File: src/rtl/core/npe_pkg.sv
// shared types, constants and fixed-point helpers of the normalized polynomial evaluator
`default_nettype none

package npe_pkg;

    localparam int DATA_W    = 32;
    localparam int MAX_ORDER = 5;
    localparam int NUM_POW   = MAX_ORDER + 1;
    localparam int NUM_COEFF = 6;
    localparam int MASK_W    = 6;
    localparam int USE_W     = (NUM_POW < MASK_W) ? NUM_POW : MASK_W;
    localparam int IDX_W     = (NUM_POW > 1) ? $clog2(NUM_POW) : 1;
    localparam int PIDX_W    = 3;
    localparam int CFG_IDX_W = 3;

    localparam int NSTG     = 2 * MAX_ORDER + 3;
    localparam int ST_TERM  = MAX_ORDER + 1;
    localparam int ST_ACC0  = MAX_ORDER + 2;
    localparam int LAST_ST  = NSTG - 1;

    localparam int Q_DEPTH  = 4;
    localparam int Q_PTR_W  = 2;
    localparam int Q_CNT_W  = 3;

    localparam logic KIND_EVAL  = 1'b0;
    localparam logic KIND_BASIS = 1'b1;

    localparam logic [CFG_IDX_W-1:0] REG_COEFF_FIRST = 3'd0;
    localparam logic [CFG_IDX_W-1:0] REG_COEFF_LAST  = 3'd5;
    localparam logic [CFG_IDX_W-1:0] REG_OFFSET      = 3'd6;
    localparam logic [CFG_IDX_W-1:0] REG_INV_SCALE   = 3'd7;

    typedef logic signed [DATA_W-1:0] q16_t;

    localparam q16_t ONE_Q16  = 32'sh0001_0000;
    localparam q16_t ZERO_Q16 = 32'sh0000_0000;
    localparam q16_t Q16_MAX  = 32'sh7fff_ffff;
    localparam q16_t Q16_MIN  = 32'sh8000_0000;

    typedef struct packed {
        logic                   kind;
        logic [USE_W-1:0]       mask;
        q16_t                   u;
        q16_t [NUM_POW-1:0]     pw;
        q16_t [NUM_POW-1:0]     term;
        q16_t                   acc;
    } stage_t;

    typedef struct packed {
        logic                   kind;
        logic [USE_W-1:0]       mask;
        q16_t                   acc;
        q16_t [NUM_POW-1:0]     pw;
    } entry_t;

    function automatic q16_t sat_sub(input q16_t a, input q16_t b);
        logic [DATA_W:0] t;
        t = {a[DATA_W-1], a} - {b[DATA_W-1], b};
        if (t[DATA_W] != t[DATA_W-1])
            return t[DATA_W] ? Q16_MIN : Q16_MAX;
        return q16_t'(t[DATA_W-1:0]);
    endfunction

    function automatic q16_t sat_add(input q16_t a, input q16_t b);
        logic [DATA_W:0] t;
        t = {a[DATA_W-1], a} + {b[DATA_W-1], b};
        if (t[DATA_W] != t[DATA_W-1])
            return t[DATA_W] ? Q16_MIN : Q16_MAX;
        return q16_t'(t[DATA_W-1:0]);
    endfunction

    // q16.16 product, round half up, saturated
    function automatic q16_t mul_q16(input q16_t a, input q16_t b);
        logic signed [2*DATA_W-1:0] p;
        logic [DATA_W+15:0]         sh;
        p  = 64'(a) * 64'(b);
        p  = p + 64'sd32768;
        sh = p[2*DATA_W-1:16];
        if (sh[DATA_W+15:DATA_W-1] == '0 || sh[DATA_W+15:DATA_W-1] == '1)
            return q16_t'(sh[DATA_W-1:0]);
        return sh[DATA_W+15] ? Q16_MIN : Q16_MAX;
    endfunction

endpackage

`default_nettype wire

File: src/rtl/core/npe_queue.sv
// short queue between front and back ends
`default_nettype none

module npe_queue (
    input  wire logic            clk,
    input  wire logic            rst_n,
    input  wire logic            push,
    input  wire npe_pkg::entry_t push_data,
    input  wire logic            pop,
    output logic                 full,
    output logic                 head_valid,
    output npe_pkg::entry_t      head
);
    import npe_pkg::*;

    entry_t               mem_reg [Q_DEPTH];
    logic [Q_PTR_W-1:0]   wr_ptr_reg;
    logic [Q_PTR_W-1:0]   rd_ptr_reg;
    logic [Q_CNT_W-1:0]   cnt_reg;

    assign full       = (cnt_reg == Q_CNT_W'(Q_DEPTH));
    assign head_valid = (cnt_reg != '0);
    assign head       = mem_reg[rd_ptr_reg];

    always_ff @(posedge clk)
    begin
        if (push)
            mem_reg[wr_ptr_reg] <= push_data;
    end

    always_ff @(posedge clk or negedge rst_n)
    begin
        if (!rst_n)
        begin
            wr_ptr_reg <= '0;
            rd_ptr_reg <= '0;
            cnt_reg    <= '0;
        end
        else
        begin
            if (push)
                wr_ptr_reg <= wr_ptr_reg + 1'b1;
            if (pop)
                rd_ptr_reg <= rd_ptr_reg + 1'b1;
            if (push && !pop)
                cnt_reg <= cnt_reg + 1'b1;
            else if (pop && !push)
                cnt_reg <= cnt_reg - 1'b1;
        end
    end

endmodule

`default_nettype wire

File: config.mk
export PLATFORM = sky130hd
export DESIGN_NAME = npe_queue
export DESIGN_NICKNAME = d
export VERILOG_FILES = /design/src/rtl/core/npe_pkg.sv /design/src/rtl/core/npe_queue.sv
export SDC_FILE = /design/constraint.sdc
export NUM_CORES = 1
export LEC_CHECK = 0
export BUFFER_PORTS_ARGS = -buffer_cell sky130_fd_sc_hd__buf_4
export CORE_MARGIN = 2
export CORE_UTILIZATION = 40
export CTS_CLUSTER_DIAMETER = 60
export CTS_CLUSTER_SIZE = 25
export DETAILED_ROUTE_END_ITERATION = 16
export PLACE_DENSITY = 0.68
export SLEW_MARGIN = 20
export SYNTH_ARGS = -nofsm -noshare
export SYNTH_HDL_FRONTEND = slang
export SYNTH_SLANG_ARGS = --single-unit
File: constraint.sdc
create_clock -name clk -period 10.2 [get_ports clk]
set_clock_uncertainty 0.15 [all_clocks]
set_input_delay 2.04 -clock clk [delete_from_list [all_inputs] [get_ports clk]]
set_output_delay 2.04 -clock clk [all_outputs]
set_load 0.05 [all_outputs]
After elaboration in Yosys (flattened, before gate mapping):

Memories as Yosys holds them, arrays and structs flattened.
Cells that the tools add are included.

* register bits after elaboration: 7
* memory bits (writable): 924
* input port bits: 235
* output and inout bits: 233
* word-level logic and storage cells: 19
* memories kept: 1

* add/sub/neg operators: 4
* equality and inequality tests: 1
* mux-type cells: 4
* reductions and logical operators: 6

Memories
* mem_reg: words 4, bits a word 231, rd ports 1, clocked after memory_dff 0, write ports 1, RTL line npe_queue.sv:16 `entry_t mem_reg [Q_DEPTH];`

Operators by type and width (number)
* 3-bit 2-to-1 mux: 2
* 2-bit by 1-bit adder with 2-bit output (second input constant): 2
* 3-bit by 1-bit adder with 3-bit output (second input constant): 1
* 3-bit equality test (second input constant): 1
* 3-bit nonzero test: 1
* 3-bit by 1-bit subtractor with 3-bit output (second input constant): 1
* 1-bit logical AND: 2
* 1-bit logical NOT: 2
* 1-bit 2-to-1 mux: 2
* 2-bit nonzero test: 1

Longest topological paths before layout:

* depth after elaboration: 4
* depth in mapped cells: 7
* mapped depth without buffers: 7

Worst setup path before layout:

Ideal clock, no wire load.

* kind: in2reg
* from: in push
* to: mem mem_reg[1][0] (netlist bit), enable pin
* setup time: 0.620 ns
* arrival: 7.269 ns
* data required time: 9.430 ns
* setup slack: 2.162 ns
* cell stages on the path: 1
* path buffers: 0
* path through: and2_1

* word-level cells in the longest chain between the ends: 2

RTL lines
* from (decl): RTL line npe_queue.sv:7 `input wire logic push,`
* 1-bit 2-to-1 mux: RTL line npe_queue.sv:27 `if (push)`
* 1-bit 2-to-1 mux (implied by the code): RTL line npe_queue.sv:28 `mem_reg[wr_ptr_reg] <= push_data;`
* to (decl): RTL line npe_queue.sv:16

Every way passes these cells.

==> flow_summary_export.csv <==
group,metric,value,unit
grt,grt_max_degree,123,
synth,ys_seq_area_share,82.8,%
floorplanning,dieArea,86600,µm²
synth,synth_cell_type_count,18,
floorplanning,io_pins,468,
clocking,root_buffer,"clkbuf_16",
placed_design,dp_hpwl,39500,µm
placed_design,globalplace.congestion,0.707,
grt,grt_overflow_total,0,
clocking,clock_latency,0.65,ns
critical_path,crit_type,"flip-flop to output port",
critical_path,cp_max_fo,104,
power,leakagePower,13.5,nW
synth,synth-seq-cells,931,
clocking,numCtsBuffers,59,
critical_path,crit_path_cell_trace,"buf_12 -> mux4_2 -> buf_4",
sta,hold_viol,0,
sta,setup_viol,0,
sta,drv_slew,0,
synth,synth_edf_count,924,
grt,grt.total_usage,14.8,%
synth,netlist_instances,1241,
power,ir_drop,0.000308,V
critical_path,critPathSlowestCell,"dfrtp_4",
clocking,cts_tree,"built",
drt,num_vias,14500,
synth,synth_nets,1482,
floorplanning,die_height,294,µm
grt,grt_pass1_wl,96600,µm
synth,yosysWarnings,0,
synth,synth.most_common_cell,"edfxtp_1",
cells_and_area,area_growth,20.0,%
critical_path,cp_slowest_stage_delay,0.84,ns
sta,tightest_slew,1.15,ns
placed_design,io_buffers,467,
synth,synth_area_leaders,"edfxtp_1 82%, mux4_2 15%, buf_6 0.67%, dfrtp_1 0.52%, buf_2 0.39%",
cells_and_area,fillers,6655,
sta,finalHoldWorstSlack,0.353,ns
grt,grt_pass1_vias,15300,
power,p_per_area,328,nW/µm²
critical_path,start_kind,"flip-flop",
critical_path,cp_data_arrival_time,3.27,ns
drt,wl,65600,µm
floorplanning,die_w,294,µm
drt,drc,0,
sta,slew_headroom,23.1,%
sta,setup_tns,0,ns
sta,timing.fmax,0.183,GHz
drt,dr.pass1.iters,5,
synth,synthTopCellsByCount,"924 x edfxtp_1, 231 x mux4_2, 26 x buf_2",
cells_and_area,largest_reg_flops,924,
synth,yosysTopAreaCell,"edfxtp_1",
drt,first_iter_violations,1002,
clocking,clkTransAtPathRegs,0.09,ns
critical_path,required,8.01,ns
sta,period_needed,5.46,ns
critical_path,crit_buf_inv,2,
clocking,clkSinkCount,931,
synth,ys_async_sr_fraction,0.752,%
sta,finalCritPeriodShare,53.6,%
hold_path,hp-class,"flip-flop to flip-flop",
drt,wl_per_cell,22.9,µm
cells_and_area,nets,1970,
synth,synth_top_area_share,82.3,%
critical_path,rrSetupSlack,7.30,ns
clocking,htreeDepth,2,
floorplanning,core.rowCount,106,
cells_and_area,stdcell_count,2863,
grt,antenna_found_initial,10,
critical_path,cp_top_family,"flip-flops",
drt,viasPerCell,5.07,
floorplanning,core_area,83600,µm²
floorplanning,initial_core_util,40.4,%
flow_run,maxCapViolations,0,
synth,avgSynthCellArea,27.2,µm²
critical_path,critPathCaptureType,"output port",
clocking,holdBufCountCts,0,
cells_and_area,drive_gt1_share,46.2,%
sta,rsz0062_at_grt,"no",
placed_design,numPlacedInstances,2748,
drt,ant_nets,0,
clocking,cts_resized,0,
clocking,cts_setup_buffers,0,
synth,synth-main-ff-cell,"edfxtp_1",
synth,netlist_area,33700,µm²
clocking,cts_buffer_depth,3,
status,outcome,"finished, final reports clean",
through the flow:
| stage | worst slack (ns) | area (µm²) | util, % | power [mW] |
|---|---|---|---|---|
| 2_1_floorplan | 2.16 | 33700 | - | 9.45 |
| 3_3_place_gp | 5.38 | 38400 | 45.9 | 10.9 |
| 3_5_place_dp | 5.38 | 38400 | 45.9 | 10.9 |
| 4_1_cts | 4.63 | 40500 | 48.4 | 13.5 |
| 5_1_grt | 4.48 | 40500 | 48.4 | 13.8 |
| 6_report | 4.74 | 40500 | 48.4 | 13.3 |
area by class of cell:
| cell class | instances | area (µm²) | share of cell area [%] |
|---|---|---|---|
| Antenna cell | 4 | 10.0 | 0.0247 |
| Clock buffer | 62 | 1490 | 3.68 |
| Clock inverter | 49 | 583 | 1.44 |
| Inverter | 4 | 15.0 | 0.0371 |
| Multi-Input combinational cell | 254 | 5410 | 13.4 |
| Sequential cell | 931 | 27900 | 69.0 |
| Tap cell | 1080 | 1350 | 3.34 |
| Timing Repair Buffer | 479 | 3680 | 9.10 |
cell usage in the layout, fill, tap and decap left out:
cell / count
clkinv_1: 3
clkbuf_16: 59
and2_4: 4
edfxtp_1: 924
inv_12: 5
clkinv_4: 9
inv_8: 2
bufinv_16: 2
fa_1: 1
clkinvlp_4: 4
dfrtp_1: 5
or3_1: 1
nor3b_1: 1
dfrtp_4: 2
ha_1: 5
o21ai_0: 1
xor2_1: 4
mux2_2: 1
diode_2: 4
inv_16: 2
nor2_1: 1
buf_4: 472
xnor2_1: 2
clkinv_8: 9
inv_6: 6
nand2_1: 2
mux4_2: 231
inv_1: 4
clkinv_16: 1
clkbuf_1: 3
buf_12: 7
clkinv_2: 6
path summary, 6_finish.rpt:
kind,start,end,depth (start not counted)
min in group asynchronous,rst_n,cnt_reg[0]$_DFFE_PN0P_,1
max,rd_ptr_reg[0]$_DFFE_PN0P_,head[53],3
min reg2reg,cnt_reg[2]$_DFFE_PN0P_,cnt_reg[2]$_DFFE_PN0P_,1
max in group asynchronous,rst_n,rd_ptr_reg[1]$_DFFE_PN0P_,1
min,cnt_reg[2]$_DFFE_PN0P_,cnt_reg[2]$_DFFE_PN0P_,1
max reg2reg,wr_ptr_reg[0]$_DFFE_PN0P_,mem_reg[2][122]$_DFFE_PP_,4
where the power goes:
part	switching (mW)	total, mW	internal, mW
logic	3.67	5.50	1.83
clock network	1.35	2.54	1.19
registers	0.219	5.22	5.00
per-layer routing:
layer / GRT usage (%) / routed length [µm] / vias up
li1: - / - / 6364
met1: 18.5 / 25200 / 7675
met2: 25.2 / 34100 / 375
met3: 4.29 / 4720 / 84
met4: 4.27 / 1490 / 8
met5: 0 / 58 / -
logic make-up after synthesis:
family / count (synthesis) / share of synthesized area (%)
compound gates: 1 / 0.0148
xor+xnor: 6 / 0.156
fa+ha+maj: 6 / 0.245
buf+inv: 56 / 1.17
flops: 931 / 82.8
mux: 232 / 15.5
simple gates: 9 / 0.148
(Power assumes the default switching activity.)
