`config.mk`:
```
export PLATFORM = sky130hd
export DESIGN_NAME = npe_back_flat
export DESIGN_NICKNAME = d
export VERILOG_FILES = /design/src/rtl/core/npe_pkg.sv /design/src/rtl/core/npe_out_if.sv /design/src/rtl/core/npe_back.sv /design/src/flat_wrapper.sv
export SDC_FILE = /design/constraint.sdc
export NUM_CORES = 1
export LEC_CHECK = 0
export BUFFER_PORTS_ARGS = -buffer_cell sky130_fd_sc_hd__buf_2
export CAP_MARGIN = 20
export CORE_ASPECT_RATIO = 0.75
export CORE_MARGIN = 4
export CORE_UTILIZATION = 35
export DETAILED_ROUTE_END_ITERATION = 16
export GPL_TIMING_DRIVEN = 0
export PLACE_DENSITY = 0.68
export REMOVE_ABC_BUFFERS = 1
export SYNTH_ARGS = -nofsm -noshare
export SYNTH_HDL_FRONTEND = slang
export SYNTH_SLANG_ARGS = --single-unit
export TNS_END_PERCENT = 1
```
`constraint.sdc`:
```
create_clock -name clk -period 3.7 [get_ports clk]
set_clock_uncertainty 0.05 [all_clocks]
set_input_delay 0.185 -clock clk [delete_from_list [all_inputs] [get_ports clk]]
set_output_delay 0.185 -clock clk [all_outputs]
set_load 0.02 [all_outputs]
```
`src/rtl/core/npe_pkg.sv`:
```
// shared types, constants and fixed-point helpers of the normalized polynomial evaluator
`default_nettype none

package npe_pkg;

    localparam int DATA_W    = 32;
    localparam int MAX_ORDER = 5;
    localparam int NUM_POW   = MAX_ORDER + 1;
    localparam int NUM_COEFF = 6;
    localparam int MASK_W    = 6;
    localparam int USE_W     = (NUM_POW < MASK_W) ? NUM_POW : MASK_W;
    localparam int IDX_W     = (NUM_POW > 1) ? $clog2(NUM_POW) : 1;
    localparam int PIDX_W    = 3;
    localparam int CFG_IDX_W = 3;

    localparam int NSTG     = 2 * MAX_ORDER + 3;
    localparam int ST_TERM  = MAX_ORDER + 1;
    localparam int ST_ACC0  = MAX_ORDER + 2;
    localparam int LAST_ST  = NSTG - 1;

    localparam int Q_DEPTH  = 4;
    localparam int Q_PTR_W  = 2;
    localparam int Q_CNT_W  = 3;

    localparam logic KIND_EVAL  = 1'b0;
    localparam logic KIND_BASIS = 1'b1;

    localparam logic [CFG_IDX_W-1:0] REG_COEFF_FIRST = 3'd0;
    localparam logic [CFG_IDX_W-1:0] REG_COEFF_LAST  = 3'd5;
    localparam logic [CFG_IDX_W-1:0] REG_OFFSET      = 3'd6;
    localparam logic [CFG_IDX_W-1:0] REG_INV_SCALE   = 3'd7;

    typedef logic signed [DATA_W-1:0] q16_t;

    localparam q16_t ONE_Q16  = 32'sh0001_0000;
    localparam q16_t ZERO_Q16 = 32'sh0000_0000;
    localparam q16_t Q16_MAX  = 32'sh7fff_ffff;
    localparam q16_t Q16_MIN  = 32'sh8000_0000;

    typedef struct packed {
        logic                   kind;
        logic [USE_W-1:0]       mask;
        q16_t                   u;
        q16_t [NUM_POW-1:0]     pw;
        q16_t [NUM_POW-1:0]     term;
        q16_t                   acc;
    } stage_t;

    typedef struct packed {
        logic                   kind;
        logic [USE_W-1:0]       mask;
        q16_t                   acc;
        q16_t [NUM_POW-1:0]     pw;
    } entry_t;

    function automatic q16_t sat_sub(input q16_t a, input q16_t b);
        logic [DATA_W:0] t;
        t = {a[DATA_W-1], a} - {b[DATA_W-1], b};
        if (t[DATA_W] != t[DATA_W-1])
            return t[DATA_W] ? Q16_MIN : Q16_MAX;
        return q16_t'(t[DATA_W-1:0]);
    endfunction

    function automatic q16_t sat_add(input q16_t a, input q16_t b);
        logic [DATA_W:0] t;
        t = {a[DATA_W-1], a} + {b[DATA_W-1], b};
        if (t[DATA_W] != t[DATA_W-1])
            return t[DATA_W] ? Q16_MIN : Q16_MAX;
        return q16_t'(t[DATA_W-1:0]);
    endfunction

    // q16.16 product, round half up, saturated
    function automatic q16_t mul_q16(input q16_t a, input q16_t b);
        logic signed [2*DATA_W-1:0] p;
        logic [DATA_W+15:0]         sh;
        p  = 64'(a) * 64'(b);
        p  = p + 64'sd32768;
        sh = p[2*DATA_W-1:16];
        if (sh[DATA_W+15:DATA_W-1] == '0 || sh[DATA_W+15:DATA_W-1] == '1)
            return q16_t'(sh[DATA_W-1:0]);
        return sh[DATA_W+15] ? Q16_MIN : Q16_MAX;
    endfunction

endpackage

`default_nettype wire

```
`src/rtl/core/npe_out_if.sv`:
```
// result channel interface
`default_nettype none

interface npe_out_if;
    import npe_pkg::*;

    logic              valid;
    logic              ready;
    q16_t              result_value;
    logic [PIDX_W-1:0] power_index;
    logic              last;

    modport source (output valid, result_value, power_index, last, input ready);
    modport sink   (input valid, result_value, power_index, last, output ready);
endinterface

`default_nettype wire

```
`src/rtl/core/npe_back.sv`:
```
// back end: walks the power mask and drives the result register
`default_nettype none

module npe_back (
    input  wire logic            clk,
    input  wire logic            rst_n,
    input  wire logic            head_valid,
    input  wire npe_pkg::entry_t head,
    output logic                 pop,
    npe_out_if.source            result
);
    import npe_pkg::*;

    logic              out_vld_reg;
    q16_t              val_reg;
    logic [PIDX_W-1:0] idx_reg;
    logic              last_reg;
    logic              mid_reg;
    logic [USE_W-1:0]  rem_reg;

    logic [USE_W-1:0]  eff_mask;
    logic [USE_W-1:0]  low_bit;
    logic [USE_W-1:0]  rest;
    logic [IDX_W-1:0]  low_idx;
    logic              is_eval;
    logic              is_last;
    logic              load;

    assign eff_mask = mid_reg ? rem_reg : head.mask;
    assign low_bit  = eff_mask & (~eff_mask + 1'b1);
    assign rest     = eff_mask & ~low_bit;
    assign is_eval  = (head.kind == KIND_EVAL);
    assign is_last  = is_eval || (rest == '0);
    assign load     = head_valid && (!out_vld_reg || result.ready);
    assign pop      = load && is_last;

    always_comb
    begin
        low_idx = '0;
        for (int k = USE_W - 1; k >= 0; k--)
        begin
            if (eff_mask[k])
                low_idx = IDX_W'(k);
        end
    end

    always_ff @(posedge clk or negedge rst_n)
    begin
        if (!rst_n)
        begin
            out_vld_reg <= 1'b0;
            mid_reg     <= 1'b0;
            rem_reg     <= '0;
        end
        else
        begin
            if (load)
                out_vld_reg <= 1'b1;
            else if (result.ready)
                out_vld_reg <= 1'b0;
            if (load)
            begin
                mid_reg <= !is_last;
                rem_reg <= rest;
            end
        end
    end

    always_ff @(posedge clk)
    begin
        if (load)
        begin
            val_reg  <= is_eval ? head.acc : head.pw[low_idx];
            idx_reg  <= is_eval ? '0 : PIDX_W'(low_idx);
            last_reg <= is_last;
        end
    end

    assign result.valid        = out_vld_reg;
    assign result.result_value = val_reg;
    assign result.power_index  = idx_reg;
    assign result.last         = last_reg;

endmodule

`default_nettype wire

```
`src/flat_wrapper.sv`:
```
// flat-port wrapper written by rule: the top's interface ports become plain ports
module npe_back_flat import npe_pkg::*;
  (clk, rst_n, head_valid, head, pop, result_valid, result_result_value, result_power_index, result_last, result_ready);
  npe_out_if result_i ();
  input  wire logic clk;
  input  wire logic rst_n;
  input  wire logic head_valid;
  input  wire npe_pkg::entry_t head;
  output logic pop;
  output wire logic [$bits(result_i.valid)-1:0] result_valid;
  output wire logic [$bits(result_i.result_value)-1:0] result_result_value;
  output wire logic [$bits(result_i.power_index)-1:0] result_power_index;
  output wire logic [$bits(result_i.last)-1:0] result_last;
  input wire logic [$bits(result_i.ready)-1:0] result_ready;
  assign result_valid = result_i.valid;
  assign result_result_value = result_i.result_value;
  assign result_power_index = result_i.power_index;
  assign result_last = result_i.last;
  assign result_i.ready = result_ready;
  npe_back u_core (.clk(clk), .rst_n(rst_n), .head_valid(head_valid), .head(head), .pop(pop), .result(result_i));
endmodule
```
=== Word level (Yosys, flattened, before mapping) ===
Index checks and enable logic that the tools add are counted.

* Register bits: 44
* Latch bits: 0
* RAM bits: 0
* Bits in read-only memories: 0
* Bits of input ports: 235
* Output and inout port bits: 38
* Logic and storage cells: 33
* Memories: 0

* Add/sub/neg operators: 1
* Multiply operators: 0
* Div/mod/pow operators: 0
* Magnitude comparators: 1
* Eq/ne operators: 0
* Shift operators: 0
* Mux-type cells: 12
* Bitwise logic cells: 5
* Reduce and logical (&&, ||, !) cells: 8

{| class="wikitable"
|+ Operator list
! kind !! count
|-
| 32-bit binary-select mux with 3-bit select || 1
|-
| 32-bit two-way mux || 2
|-
| 3-bit two-way mux || 6
|-
| 6-bit bitwise AND || 2
|-
| 6-bit NOT || 2
|-
| 6-bit by 1-bit adder with 6-bit output, second input constant || 1
|-
| 6-bit zero test || 1
|-
| 6-bit two-way mux || 1
|-
| 3-bit by 4-bit less-than comparator with 1-bit output, second input constant || 1
|-
| 1-bit logical AND || 2
|-
| 1-bit zero test || 2
|-
| 1-bit logical OR || 2
|-
| 1-bit two-way mux || 2
|-
| 2-bit nonzero test || 1
|-
| 1-bit NOT || 1
|}

=== Logic depth before layout (Yosys ltp) ===
Gate-level depths: netlist (run 1).

* Depth in word-level cells: 10
* Mapped depth: 9
* Gate-level depth less buffers: 6

=== Worst setup path before layout (run 1) ===
OpenSTA, ideal clock, no wires.

* Path type: flip-flop to output port
* Start point: reg u_core.out_vld_reg (netlist: u_core.result.valid)
* End point: out pop
* Arrival time: 2.030 ns
* Data required time: 3.465 ns
* Setup slack: 1.435 ns
* Cell stages (with the launch flop): 6
* Path buffers: 0
* Cells stage by stage: dfrtp_1 > nand2b_1 > nand2_1 > clkinv_1 > o21ai_0 > o22ai_1

* Longest elaborated chain between the ends: 4

{| class="wikitable"
|+ Ends and longest elaborated chain
! element !! line !! source
|-
| from (decl) || npe_back.sv:14 || <nowiki>logic out_vld_reg;</nowiki>
|-
| from (signal assigned) || npe_back.sv:51 || <nowiki>out_vld_reg <= 1'b0;</nowiki>
|-
| from (signal assigned) || npe_back.sv:58 || <nowiki>out_vld_reg <= 1'b1;</nowiki>
|-
| from (signal assigned) || npe_back.sv:60 || <nowiki>out_vld_reg <= 1'b0;</nowiki>
|-
| 1-bit zero test || npe_back.sv:34 || <nowiki>assign load = head_valid && (!out_vld_reg || result.ready);</nowiki>
|-
| 1-bit logical OR || npe_back.sv:34 ||
|-
| 1-bit logical AND || npe_back.sv:34 ||
|-
| via u_core.load || npe_back.sv:27 || <nowiki>logic load;</nowiki>
|-
| 1-bit logical AND || npe_back.sv:35 || <nowiki>assign pop = load && is_last;</nowiki>
|-
| to (decl) || flat_wrapper.sv:9 || <nowiki>output logic pop;</nowiki>
|}

The timed path passes the listed nets, and every way through them passes these cells.

=== Worst setup path in the final report (run 1) ===
* Start point: reg u_core.mid_reg
* End point: reg u_core.val_reg[7] (netlist: u_core.result.result_value[7]), data pin

* Longest elaborated chain between the ends: 10

{| class="wikitable"
|+ Ends and longest elaborated chain
! element !! line !! source
|-
| from (decl) || npe_back.sv:18 || <nowiki>logic mid_reg;</nowiki>
|-
| from (signal assigned) || npe_back.sv:63 || <nowiki>mid_reg <= !is_last;</nowiki>
|-
| 6-bit two-way mux (*) || npe_back.sv:29 || <nowiki>assign eff_mask = mid_reg ? rem_reg : head.mask;</nowiki>
|-
| 3-bit two-way mux (5 in a row) || npe_back.sv:42 || <nowiki>if (eff_mask[k])</nowiki>
|-
| 3-bit two-way mux (*) || npe_back.sv:42 ||
|-
| 32-bit binary-select mux with 3-bit select (*) || npe_back.sv:73 || <nowiki>val_reg <= is_eval ? head.acc : head.pw[low_idx];</nowiki>
|-
| 32-bit two-way mux (not written as such) (*) || npe_back.sv:73 ||
|-
| 32-bit two-way mux (*) || npe_back.sv:73 ||
|-
| to (signal assigned) || npe_back.sv:73 ||
|-
| to (decl) || npe_back.sv:15 || <nowiki>q16_t val_reg;</nowiki>
|}

Every way passes the cells marked *; elsewhere a longest branch is shown, timed or not. The select of a mux whose other input is x is not followed.
A chain may end at the register's enable or synchronous reset.

==> results.txt, run 1 <==
Summing the areas of all and, or, nand and nor instances in the mapped netlist gives ~21% of the synthesized area. In the finished design, the share of the clock period the worst path needs comes to 89.5%. The utilization after layout came out at between 50% and 60%. The nature of the critical path endpoint is a register. The floorplan step defined a core boundary enclosing roughly 0.011 sq mm.

The worst setup slack after placement is approximately 0.47 ns. For this run, design rule violations remaining after detail routing come to 0. The number of flip-flops and latches in the synthesized netlist came out at 43. The register with the most flip-flops in the layout has 32 of them. The most used flip-flop cell after synthesis is sky130_fd_sc_hd__edfxtp_1. The synthesized netlist devotes 36.2% of its cell area to compound gates. The critical path class is register to register.

The worst-case clock buffer depth came out at 2. The aggregate global-route resource usage came out at roughly 22%. For this design the ratio of total power to cell area is between 600 and 700 mW/mm^2. Summing every instance area after synthesis gives a little over 0.004 sq mm. After synthesis, the most frequently instantiated cells are sky130_fd_sc_hd__o21ai_0 (82), sky130_fd_sc_hd__nand3_1 (66), sky130_fd_sc_hd__nand2_1 (42).

The startpoint kind of the worst setup timing path is a register. The portion of synthesized area spent on multiplexers is less than 1%. The slowest cell on the critical path is sky130_fd_sc_hd__dfrtp_1.

The flow ran to the end, and the final reports show no timing, DRC or antenna violations. For this run, the top clock speed supported by timing is ~0.3 GHz. The clock buffer count from CTS is 5. The number of endpoints failing setup at the final stage is 0.

The async set-or-reset flop fraction in the synthesized netlist is 16.3%. Setup repair after global routing left no endpoint under its margin. Summed over all cells, the static leakage comes to 2.43 nW. Of all cell types, the one taking the most synthesized area is sky130_fd_sc_hd__edfxtp_1.

The number of global-route vias before repair is around 4800. The number of nets in the layout came out at 955. The number of top-level design ports is about 270. The worst slew slack as a fraction of its limit came out at 32.9%. The first-pass GRT wire length came out at ~24000 um. The area share of xor/xnor cells in the synthesized design is 0%.

The detail route stage leaves a number of antenna-violating nets equal to 0. The starting density of the core came out at a little over a third. The area growth from synthesis to final layout came out at 38.0%. The number of DRC markers after the initial detailed-route iteration is 378.

For this run, the register share of the synthesized area comes to a little under a third. In the final routed layout, each cell accounts on average for between 15 and 20 um. The area share of the largest cell type after synthesis came out at between 20 and 30%. Clock tree synthesis found a total of 43 sinks.

The number of antenna violations at the first check in global routing is 0. The first detailed-routing pass took 5 iterations. Summing the areas of all fa, ha and maj instances in the mapped netlist gives 0% of the synthesized area.

The number of max-cap violations is 0. The share of final-layout standard cells stronger than drive strength 1 came out at a little under half. The clock latency on the worst-skew pair is around 0.28 ns. The number of vias per cell is a little under 6. The total congestion overflow is 0. The H-tree level count came out at 2. By area, the combinational part of the netlist is dominated by compound AO/OA/AOI/OAI gates. The worst vdd rail ir drop came out at roughly 0.00029 V. TritonCTS built the clock tree. The largest fanout of any net on the critical path is 32. The worst-margin pin slew is between 1 and 1.5 ns. The standard-cell row count is 33.

The critical path goes through or3_1 > o22ai_4 > buf_16 > nor2_4 > o21ai_0 > a2111o_1. In this run the clock root is driven by a sky130_fd_sc_hd__clkbuf_16. Ranked by total cell area, the synthesized netlist is headed by sky130_fd_sc_hd__edfxtp_1 (27%), sky130_fd_sc_hd__o21ai_0 (10%), sky130_fd_sc_hd__a2111o_1 (8.9%). The clock period minus worst slack came out at 3.31 ns. The count of input and output buffers came out at between 200 and 300. The count of buffers added by post-CTS timing repair for setup is 0. The CTS clock-pin slew for the worst setup and hold paths came out at approximately 0.060 ns. The post-synthesis area per instance came out at 8.29 sq um. The path category of the worst min-delay check is input port to register.

The number of hold violations in the final report is 0. The via total after detailed routing is a little over 5000. The smallest setup slack after layout is 0.390 ns. By instance count, the leading cell after synthesis is sky130_fd_sc_hd__o21ai_0. The final-report max-slew violation count is 0. The number of diodes is 0. The synthesized instance count came out at a little under 500. The overall power after layout came out at about 3.4 mW. The HPWL after detailed placement is between 10000 and 15000 um. From left edge to right edge, the die measures between 100 and 150 um. The number of enable flip-flop cells after synthesis is 36. The worst endpoint data arrival time is 3.28 ns. The final layout contains routed wiring with a total length of 15800 um. The area of the die came out at 0.0133 sq mm.

The vertical die dimension is about 100 um. The highest cell delay on the worst timing path is 0.81 ns. The count of unique library cells instantiated by Yosys is 46.

The maximum number of pins on one net before global-route repair came out at 97. The final estimated routing congestion in global placement is a little under 0.9. The required arrival time at the worst endpoint came out at around 3.7 ns. During synthesis, Yosys emitted a total of 0 warnings.
-- worst paths after layout --
| check | depth (start not counted) | slack (ns) | from | endpoint |
|---|---|---|---|---|
| max reg2reg | 6 | 0.39 | u_core.mid_reg | u_core.result.result_value[7] |
| min in group asynchronous | 2 | 0.23 | rst_n | u_core.result.valid |
| min reg2reg | 2 | 0.47 | u_core.result.valid | u_core.result.valid |
| max | 6 | 0.39 | u_core.mid_reg | u_core.result.result_value[7] |
| min | 2 | 0.07 | head_valid | u_core.result.valid |
| max in group asynchronous | 2 | 3.20 | rst_n | u_core.rem_reg[3] |
-- power breakdown --
part           total [mW]  internal, mW  switching, mW
clock network       0.430         0.247          0.183
logic                2.24         0.789           1.46
registers           0.760         0.683         0.0768
total                3.43          1.72           1.72
-- critical path, delay by kind of cell, from the launching register on --
| family | cells | cell delay, ns |
|---|---|---|
| flip-flops | 1 | 0.81 |
| AND/OR/NAND/NOR | 2 | 1.03 |
| buffers and inverters | 1 | 0.24 |
| AO/OA/AOI/OAI | 3 | 0.91 |
-- kinds of logic after synthesis --
family	after synthesis
compound gates	215
mux	1
buf+inv	61
simple gates	167
flops	43
-- repair_timing --
item                                   4_1_cts  5_1_grt
resized for setup                            0        0
endpoints found under the hold margin        7        0
hold buffers                                 1        0
-- per-stage QoR --
stage / TNS (ns) / hold slack, ns / cells / cell area, sq um
finish: 0 / 0.0694 / 861 / 5570
global route: 0 / 0.0824 / 861 / 5570
CTS: 0 / 0.0626 / 861 / 5570
detailed placement: 0 / -0.0132 / 852 / 5420
global placement: -109.08 / -0.0129 / 841 / 5140
floorplan: -13.26 / -0.161 / 429 / 3610
-- routing by layer --
metal	global-route usage, %	up-vias	wire (um)
met2	38.3	313	7660
met5	0	-	0
met3	4.39	27	1580
met1	26.8	2379	6210
met4	6.21	0	313
li1	-	2353	-
-- cell usage in the layout (no fill, tap or decap), types with 3 or more instances in the layout --
cell,Yosys,layout
sky130_fd_sc_hd__a21oi_2,29,29
sky130_fd_sc_hd__nor3_1,3,3
sky130_fd_sc_hd__clkinv_2,0,4
sky130_fd_sc_hd__dfrtp_1,7,7
sky130_fd_sc_hd__clkbuf_16,0,5
sky130_fd_sc_hd__nand2_1,42,42
sky130_fd_sc_hd__nand4_1,32,32
sky130_fd_sc_hd__a2111o_1,32,32
sky130_fd_sc_hd__nand3_1,66,66
sky130_fd_sc_hd__edfxtp_1,36,36
sky130_fd_sc_hd__a21oi_1,37,37
sky130_fd_sc_hd__o211ai_1,4,4
sky130_fd_sc_hd__buf_2,12,272
sky130_fd_sc_hd__buf_8,1,3
sky130_fd_sc_hd__nand2b_1,5,5
sky130_fd_sc_hd__nor2_1,7,6
sky130_fd_sc_hd__o21ai_1,19,18
sky130_fd_sc_hd__o21ai_0,82,82
sky130_fd_sc_hd__buf_16,0,5
-- area by class of cell --
cell class                      instances  area [sq um]
Clock buffer                            5           125
Clock inverter                          3          15.0
Fill cell                            1082          5540
Inverter                                3          12.5
Multi-Input combinational cell        383          2390
Sequential cell                        43          1260
Tap cell                              140           175
Timing Repair Buffer                  284          1600
No activity file was read; power rests on OpenSTA's default activity.
==> run 2: changes to the inputs <==
- CORE_UTILIZATION: 35 -> 46
- PLACE_DENSITY: 0.68 -> 0.86
==> results.txt, run 2 (synthesis results as in run 1) <==
The run finished with clean final reports. The leakage power of the design is 2.42 nW (-0.42%). The worst slew slack as a fraction of its limit came out at 28.8% (-4.1 points). The H-tree level count came to 2 (unchanged). The smallest setup slack after layout came to 0.467 ns (+0.0765 ns).

The largest fanout of any net on the critical path is 40 (+25%). The worst vdd rail ir drop came out at 0.000387 V (+35%). The required arrival time at the worst endpoint is 3.66 ns (about the same). The number of hold violations in the final report came to 0 (unchanged).

The part of the cycle the worst path needs came out at 87.4% (-2.1 points). The power density over the cells was 622 mW/mm^2 (+0.92%). The worst hold path begins at head_valid. The total non-filler cell area in the finished layout came to 0.00552 sq mm (-1.0%). The depth of the most critical reg-to-reg path came out at 7 (+1).

For hold timing, the worst endpoint is u_core.result.valid. The critical path class is register to register. The aggregate global-route resource usage is 26.9% (+5.3 points).

The share of final-layout standard cells stronger than drive strength 1 came out at 46.3% (-0.15 points). Setup repair after global routing left no endpoint under its margin. The utilization after layout came out at 65.0% (+15 points). The mean routed wirelength per cell is 18.5 um (+1.3%).

The final-report max-slew violation count came to 0 (unchanged). The number of global-route vias before repair is 4814 (+0.19%). The number of antenna violations at the first check in global routing came out at 0 (unchanged). The clock buffer count from CTS is 5 (unchanged). The worst endpoint data arrival time is 3.19 ns (-0.09 ns). The total routed wirelength is 15400 um (-2.6%).

The maximum clock rate came out at 0.309 GHz (+2.4%). The post-placement cell area is 0.00533 sq mm (-1.7%). The worst setup path is launched from a register.

The area growth from synthesis to final layout is 36.6%. The standard-cell row count came out at 29 (-12%). The number of endpoints failing setup at the final stage is 0 (unchanged). The worst setup slack after placement came to 0.520 ns (+0.0447 ns). Leaving out fill and tap cells, the most frequent cells in the layout are sky130_fd_sc_hd__buf_2 (272), sky130_fd_sc_hd__o21ai_0 (82), sky130_fd_sc_hd__nand3_1 (66). The chip width is 116 um (-12%). The flip-flop count of the largest register, all copies and words added is 32 (unchanged). Clock tree synthesis selected as its root buffer the cell sky130_fd_sc_hd__clkbuf_16. The worst hold path belongs to the class input port to register.

The number of cells traversed by the worst hold path came out at 2 (unchanged). The number of max-cap violations came out at 0 (unchanged). The number of DRC markers after the initial detailed-route iteration was 519 (+37%).

The number of top-level design ports is 273 (unchanged). The number of sinks handled by clock tree synthesis was 43 (unchanged). The maximum number of pins on one net before global-route repair was 97 (unchanged).

The remaining antenna violation count after routing is 0 (unchanged). The starting density of the core is 47.5% (+11 points). The half-perimeter wire length of the detailed placement result was 11400 um (-2.4%). The worst register-to-register path ends at u_core.result.result_value[7]. The number of gates resized after CTS is 0 (unchanged). The first-pass GRT wire length came out at 22600 um (-5.0%). The number of iterations in the first detailed-routing pass was 6 (+1). The worst-margin pin slew came to 1.07 ns (+0.0613 ns). The remaining routing DRC violations was 0 (unchanged).

The count of input and output buffers is 272 (unchanged). The clock latency on the worst-skew pair was 0.27 ns (about the same). The number of nets in the layout is 953 (-0.21%). The via total after detailed routing is 5080 (+0.16%).

The area of the die was 0.0104 sq mm (-22%). The CTS clock-pin slew for the worst setup and hold paths is 0.06 ns (about the same). The worst-case clock buffer depth is 2 (unchanged). The clock period minus worst slack is 3.23 ns (-0.0765 ns). The count of buffers added by post-CTS timing repair for setup came out at 0 (unchanged). The final estimated routing congestion in global placement is 0.868 (about the same).

STA classifies the critical path endpoint as a register. Leaving out fill and tap cells, the most frequent cell in the layout is sky130_fd_sc_hd__buf_2. The total congestion overflow was 0 (unchanged). The core area came out at 0.00849 sq mm (-24%).

The worst reg-to-reg setup slack is 0.47 ns (+0.08 ns). TritonCTS built the clock tree. The number of vias per cell is 6.14 (+4.1%). The vertical die dimension is 89.1 um (-12%).

The final hold slack came out at 0.0675 ns (-0.00189 ns). The launch instance of the worst register-to-register path is u_core.mid_reg.
[run 2: cell types whose count changed in the layout (fill, tap and decap cells not counted), sizes merged]
cell | previous run | this run
bufinv | 0 | 1
buf | 283 | 281
clkbuf | 5 | 6
clkinv | 5 | 3
diode | 0 | 1
[run 2: worst max-delay path by stage]
stage	to	slack, ns	start
CTS	u_core.result.result_value[7]	0.51	u_core.mid_reg
global placement	u_core.result.result_value[17]	-3.06	u_core.mid_reg
detailed placement	u_core.result.result_value[7]	0.52	u_core.mid_reg
finish	u_core.result.result_value[7]	0.47	u_core.mid_reg
floorplan	u_core.result.result_value[0]	-0.44	u_core.mid_reg
global route	u_core.result.result_value[7]	0.28	u_core.mid_reg
[run 2: power by group]
part           internal (mW)  switching, mW  leakage [nW]
registers              0.683         0.0744         0.436
clock network          0.336          0.172        0.0869
logic                  0.744           1.42          1.89
total                   1.76           1.67          2.42
[run 2: metrics by stage]
stage / power [mW] / TNS [ns] / cells
after global routing: 3.65 / 0 / 827
final: 3.43 / 0 / 828
after floorplan: 2.08 / -13.26 / 429
after detailed placement: 2.89 / 0 / 818
after global placement: 2.64 / -95.98 / 809
after CTS: 3.41 / 0 / 827
[run 2: worst max-delay path, cell delays in order, from the launching register on]
cell	delay (ns)
sky130_fd_sc_hd__dfrtp_1	0.79
sky130_fd_sc_hd__or3_1	0.29
sky130_fd_sc_hd__o22ai_4	0.24
sky130_fd_sc_hd__buf_16	0.27
sky130_fd_sc_hd__nor2_2	0.56
sky130_fd_sc_hd__buf_8	0.26
sky130_fd_sc_hd__o21ai_0	0.12
sky130_fd_sc_hd__a2111o_1	0.38
[run 2: cell type report]
cell class,count,area [sq um]
diodes,1,2.50
flip-flops and latches,43,1260
inverters,3,12.5
multi-input cells,383,2390
clock inverters,2,35.0
clock buffers,6,139
well taps,108,135
repair buffers,282,1550
fillers,689,2980
[run 2: repair_timing]
action / in CTS / in global routing
setup endpoints to repair: 0 / 0
hold buffers: 1 / 0
endpoints found under the hold margin: 7 / 0
[run 2: metal layers]
layer	vias to the layer above	wire, um	track usage (%)
met5	-	0	0
met4	0	415	9.48
met3	46	1500	3.32
met2	344	7750	47.8
met1	2338	5690	34.0
li1	2352	-	-
